**src/isl_pkg.sv**
```systemverilog
// isl_pkg: shared widths, operation codes, datapath commands and status
// used by the interval table controller, datapath and top level
package isl_pkg;

  localparam int TableDepth = 64;
  localparam int TimeBits   = 32;
  localparam int TaskBits   = 16;
  localparam int AddrW      = $clog2(TableDepth);
  localparam int CntW       = $clog2(TableDepth + 1);

  localparam logic [1:0] OP_APPEND = 2'd0;
  localparam logic [1:0] OP_LOOKUP = 2'd1;
  localparam logic [1:0] OP_CHECK  = 2'd2;

  typedef struct packed {
    logic [TimeBits-1:0] start_t;
    logic [TimeBits-1:0] end_t;
    logic [TaskBits-1:0] task_id;
  } entry_t;

  typedef enum logic [4:0] {
    CMD_NONE,
    CMD_LATCH,
    CMD_APPEND,
    CMD_S_INIT,
    CMD_S_OUTER,
    CMD_S_KEY,
    CMD_S_INNER,
    CMD_S_CMP,
    CMD_L_INIT,
    CMD_L_LOOP,
    CMD_L_CMP,
    CMD_L_FIN,
    CMD_C_INIT,
    CMD_C_OUTER,
    CMD_C_KEY,
    CMD_C_INNER,
    CMD_C_CMP,
    CMD_EMIT
  } cmd_e;

  typedef struct packed {
    logic [1:0] op;
    logic       sorted;
    logic       i_done;
    logic       j_zero;
    logic       start_gt;
    logic       lo_lt_hi;
    logic       ci_done;
    logic       cj_done;
  } stat_t;

endpackage

```
**src/isl_ctrl.sv**
```systemverilog
// isl_ctrl: sequencing state machine for append, sort, lookup and check
// depends on isl_pkg; drives isl_dp through cmd_e commands
module isl_ctrl import isl_pkg::*; (
  input  logic  clk_i,
  input  logic  rst_ni,
  input  logic  in_valid_i,
  output logic  in_ready_o,
  output logic  out_valid_o,
  input  logic  out_ready_i,
  input  stat_t stat_i,
  output cmd_e  cmd_o
);

  localparam logic [4:0] ST_IDLE    = 5'd0;
  localparam logic [4:0] ST_DISP    = 5'd1;
  localparam logic [4:0] ST_APP     = 5'd2;
  localparam logic [4:0] ST_S_INIT  = 5'd3;
  localparam logic [4:0] ST_S_OUTER = 5'd4;
  localparam logic [4:0] ST_S_KEY   = 5'd5;
  localparam logic [4:0] ST_S_INNER = 5'd6;
  localparam logic [4:0] ST_S_CMP   = 5'd7;
  localparam logic [4:0] ST_L_INIT  = 5'd8;
  localparam logic [4:0] ST_L_LOOP  = 5'd9;
  localparam logic [4:0] ST_L_CMP   = 5'd10;
  localparam logic [4:0] ST_L_FIN   = 5'd11;
  localparam logic [4:0] ST_C_INIT  = 5'd12;
  localparam logic [4:0] ST_C_OUTER = 5'd13;
  localparam logic [4:0] ST_C_KEY   = 5'd14;
  localparam logic [4:0] ST_C_INNER = 5'd15;
  localparam logic [4:0] ST_C_CMP   = 5'd16;
  localparam logic [4:0] ST_DONE    = 5'd17;

  logic [4:0] state_q, state_d;
  logic out_valid_q, out_valid_d;
  logic emit;

  assign in_ready_o  = (state_q == ST_IDLE);
  assign out_valid_o = out_valid_q;
  assign emit        = (state_q == ST_DONE) && (!out_valid_q || out_ready_i);

  always_comb begin
    state_d = state_q;
    cmd_o   = CMD_NONE;
    unique case (state_q)
      ST_IDLE: if (in_valid_i) begin
        cmd_o   = CMD_LATCH;
        state_d = ST_DISP;
      end
      ST_DISP: begin
        if (stat_i.op == OP_APPEND) state_d = ST_APP;
        else if (stat_i.op == OP_LOOKUP || stat_i.op == OP_CHECK)
          state_d = !stat_i.sorted ? ST_S_INIT
                  : (stat_i.op == OP_LOOKUP) ? ST_L_INIT : ST_C_INIT;
        else state_d = ST_DONE;
      end
      ST_APP: begin
        cmd_o   = CMD_APPEND;
        state_d = ST_DONE;
      end
      ST_S_INIT: begin
        cmd_o   = CMD_S_INIT;
        state_d = ST_S_OUTER;
      end
      ST_S_OUTER: begin
        cmd_o = CMD_S_OUTER;
        if (!stat_i.i_done) state_d = ST_S_KEY;
        else state_d = (stat_i.op == OP_LOOKUP) ? ST_L_INIT : ST_C_INIT;
      end
      ST_S_KEY: begin
        cmd_o   = CMD_S_KEY;
        state_d = ST_S_INNER;
      end
      ST_S_INNER: begin
        cmd_o   = CMD_S_INNER;
        state_d = stat_i.j_zero ? ST_S_OUTER : ST_S_CMP;
      end
      ST_S_CMP: begin
        cmd_o   = CMD_S_CMP;
        state_d = stat_i.start_gt ? ST_S_INNER : ST_S_OUTER;
      end
      ST_L_INIT: begin
        cmd_o   = CMD_L_INIT;
        state_d = ST_L_LOOP;
      end
      ST_L_LOOP: begin
        cmd_o   = CMD_L_LOOP;
        state_d = stat_i.lo_lt_hi ? ST_L_CMP : ST_L_FIN;
      end
      ST_L_CMP: begin
        cmd_o   = CMD_L_CMP;
        state_d = ST_L_LOOP;
      end
      ST_L_FIN: begin
        cmd_o   = CMD_L_FIN;
        state_d = ST_DONE;
      end
      ST_C_INIT: begin
        cmd_o   = CMD_C_INIT;
        state_d = ST_C_OUTER;
      end
      ST_C_OUTER: begin
        cmd_o   = CMD_C_OUTER;
        state_d = stat_i.ci_done ? ST_DONE : ST_C_KEY;
      end
      ST_C_KEY: begin
        cmd_o   = CMD_C_KEY;
        state_d = ST_C_INNER;
      end
      ST_C_INNER: begin
        cmd_o   = CMD_C_INNER;
        state_d = stat_i.cj_done ? ST_C_OUTER : ST_C_CMP;
      end
      ST_C_CMP: begin
        cmd_o   = CMD_C_CMP;
        state_d = ST_C_INNER;
      end
      ST_DONE: if (emit) begin
        cmd_o   = CMD_EMIT;
        state_d = ST_IDLE;
      end
      default: state_d = ST_IDLE;
    endcase
  end

  always_comb begin
    out_valid_d = out_valid_q;
    if (out_valid_q && out_ready_i) out_valid_d = 1'b0;
    if (emit) out_valid_d = 1'b1;
  end

  always_ff @(posedge clk_i or negedge rst_ni) begin
    if (!rst_ni) begin
      state_q     <= ST_IDLE;
      out_valid_q <= 1'b0;
    end else begin
      state_q     <= state_d;
      out_valid_q <= out_valid_d;
    end
  end

endmodule

```
**config.mk**
```make
export PLATFORM = sky130hd
export DESIGN_NAME = isl_ctrl
export DESIGN_NICKNAME = d
export VERILOG_FILES = /design/src/isl_pkg.sv /design/src/isl_ctrl.sv
export SDC_FILE = /design/constraint.sdc
export NUM_CORES = 1
export LEC_CHECK = 0
export BUFFER_PORTS_ARGS = -buffer_cell sky130_fd_sc_hd__buf_2
export CAP_MARGIN = 10
export CORE_MARGIN = 1
export CORE_UTILIZATION = 30
export DETAILED_ROUTE_END_ITERATION = 6
export PLACE_DENSITY = 0.58
export SLEW_MARGIN = 0
export SYNTH_ARGS = -nofsm -noshare
export SYNTH_HDL_FRONTEND = slang
export SYNTH_SLANG_ARGS = --single-unit
```
**constraint.sdc**
```tcl
create_clock -name clk_i -period 3.1 [get_ports clk_i]
set_clock_uncertainty 0.15 [all_clocks]
set_input_delay 0.465 -clock clk_i [delete_from_list [all_inputs] [get_ports clk_i]]
set_output_delay 0.465 -clock clk_i [all_outputs]
set_load 0.03 [all_outputs]
```
==> impl_metrics.py <==
metrics = {
    "run_status": {
        "status": "finished, final reports clean",
    },
    "global_route": {
        "grt_usage": 0.148,
        "grt_pass1_vias": 644,
        "met2_usage": 0.244,
        "grt_max_degree": 20,
        "grt_pass1_wl_mm": 2.85,
        "met3_usage": 0.0303,
        "globalRouteOverflowTotal": 0,
        "antenna_found_initial": 0,
        "grt_busiest_layer": "met2",
        "use_met1": 0.193,
    },
    "cts": {
        "cts.sinks": 6,
        "path_clk_slew_ns": 0.04,
        "cts_tree": "done",
        "htree_num_levels": 1,
        "root_buffer": "clkbuf_4",
        "clock_latency_ns": 0.24,
        "numCtsBuffers": 3,
        "cts_setup_buffers": 0,
        "ctsResizeCount": 0,
        "clk_path_buf_depth": 2,
        "postCtsHoldBufs": 1,
    },
    "worst_setup_path": {
        "cp_slowest_cell": "dfrtp_1",
        "slowest_delay_ns": 0.56,
        "cp_data_required_time_ns": 2.48,
        "crit_family": "simple AND/OR/NAND/NOR gates",
        "cp_cell_sequence": "or3_1, nor3_1, a22o_1, buf_2",
        "cp_max_fo": 17,
        "arrival_ns": 1.89,
        "cp.buffers_inverters": 1,
        "start_kind": "flop",
        "end_kind": "output pin",
        "critPathKind": "reg -> out",
    },
    "synthesis": {
        "synth_area_sq_um": 696,
        "yosysWarnings": 0,
        "synth_seq_area_share": 0.216,
        "ys_top_cells_by_area": "dfrtp_1 (22%), ha_1 (5.4%), o32ai_4 (4.0%)",
        "async_flop_share": 1.00,
        "synth.distinct_cells": 41,
        "synthFlopType": "dfrtp_1",
        "yosys.area.top_type": "dfrtp_1",
        "synth_edf_count": 0,
        "avgSynthCellArea_sq_um": 8.18,
        "syn_inst": 85,
        "syn-num-nets": 101,
        "ys_ff_latch": 6,
        "synth_top_area_frac": 0.216,
    },
    "placed_design": {
        "gp_congestion": 0.742,
        "portBuffers": 19,
        "hpwl_mm": 1.28,
    },
    "timing": {
        "layout_min_cycle_time_ns": 2.50,
        "hold_viol": 0,
        "setup_viol": 0,
        "drv_slew": 0,
        "fmax_ghz": 0.399,
        "slew_headroom": 0.608,
        "rsz0062_at_grt": "false",
        "setup_tns_ns": 0,
        "tightestPinTransition_ns": 0.588,
        "timing.final.crit_share": 0.808,
    },
    "route": {
        "post-route-drc-count": 0,
        "drt-total-wl_mm": 1.69,
        "via_per_inst": 5.38,
        "drt-initial-drc-count": 22,
        "ant_nets": 0,
        "wire_per_inst_microns": 13.0,
        "routed-via-count": 700,
        "firstDrtPassIters": 4,
    },
    "power_and_ir_drop": {
        "peakVddDrop_mv": 0.391,
        "power.total_mw": 0.826,
        "power_leakage_nw": 0.384,
        "power_per_cell_area_nw_per_um2": 1010,
    },
    "die": {
        "pin_count": 20,
        "placementRows": 17,
        "die_height_microns": 50.2,
        "start_util": 0.318,
        "design.die.area_sq_um": 2520,
        "die_w_microns": 50.2,
        "core_sq_um": 2190,
    },
    "hold_path": {
        "min_path_type": "in -> reg",
    },
    "final_layout": {
        "fin_nets": 120,
        "antenna_cells": 0,
        "seq_area_sq_um": 150,
        "multiInputGateArea_sq_um": 480,
        "fillers": 242,
        "final_layout_size_suffix_gt1_frac": 0.265,
        "area_delta_synth_final_pct": 17.8,
    },
    "run": {
        "drv_cap": 0,
    },
}
-- layout by cell type (no fill, tap or decap), types with 2 or more instances in the layout --
cell type,count
nand2_1,5
nor2_1,3
inv_1,7
nand4_1,2
dfrtp_1,6
nor2b_1,3
a31oi_1,2
a21oi_1,2
clkbuf_4,3
a22o_1,2
nor4_1,2
buf_2,19
a211o_1,2
o21ai_0,2
nand2b_1,3
o211a_1,2
o311ai_0,2
a2111oi_0,2
nand3_1,4
ha_1,3
or3_1,2
nor3_1,5
-- path summary, 6_finish.rpt --
check	startpoint	end	slack, ns	depth (start not counted)
max	state_q[2]$_DFFE_PN0P_	cmd_o[0]	0.60	4
min	stat_i[5]	state_q[3]$_DFFE_PN0P_	0.35	3
max reg2reg	state_q[0]$_DFFE_PN0P_	state_q[0]$_DFFE_PN0P_	1.13	4
min reg2reg	out_valid_o$_DFFE_PN0P_	out_valid_o$_DFFE_PN0P_	0.44	2
max in group asynchronous	rst_ni	out_valid_o$_DFFE_PN0P_	2.24	2
min in group asynchronous	rst_ni	state_q[1]$_DFFE_PN0P_	0.42	2
-- per-layer routing --
| layer | vias up | part of all wire |
|---|---|---|
| met5 | - | 0 |
| met4 | 0 | 0.0083 |
| met3 | 2 | 0.057 |
| met2 | 27 | 0.46 |
| met1 | 316 | 0.47 |
| li1 | 355 | - |
-- state kept, by name (all words and copies together) (netlist names) --
register and count:
out_valid_o 1, state_q 5
-- cell type report --
type,instances,area share
repair buffers,20,0.128
flip-flops and latches,6,0.183
inverters,7,0.0321
multi-input cells,66,0.586
clock buffers,3,0.0275
well taps,28,0.0427
-- cell families after synthesis --
| kind of cell | Yosys count | share of synthesized area |
|---|---|---|
| fa+ha+maj | 3 | 0.0540 |
| buf+inv | 13 | 0.0935 |
| simple gates | 40 | 0.358 |
| compound gates | 22 | 0.266 |
| flops | 6 | 0.216 |
| xor+xnor | 1 | 0.0126 |
-- power breakdown --
part	switching [mW]	internal (mW)
clock	0.0262	0.0436
combinational	0.294	0.219
sequential	0.130	0.113
total	0.451	0.376
-- tightest hold or removal path, cell delays in order --
cell,delay [ns]
buf_2,0.12
nand2_1,0.05
nand4_1,0.07
-- through the flow --
step	util	area [sq um]	instances	hold WS, ns	worst slack [ns]
finish	0.374	820	130	0.353	0.596
CTS	0.374	820	130	0.352	0.609
global placement	0.359	787	126	0.140	0.912
detailed placement	0.359	787	126	0.143	0.868
floorplan	-	696	85	0.0194	0.454
global route	0.374	820	130	0.366	0.481
-- cells in the mapped netlist, types with 2 or more instances --
master,instances
inv_1,7
dfrtp_1,6
nand2_1,5
nor3_1,5
buf_2,4
nand3_1,4
ha_1,3
nand2b_1,3
nor2_1,3
nor2b_1,3
a2111oi_0,2
a211o_1,2
a21oi_1,2
a22o_1,2
a31oi_1,2
nand4_1,2
nor4_1,2
o211a_1,2
o21ai_0,2
o311ai_0,2
or3_1,2
(Power assumes the default switching activity.)
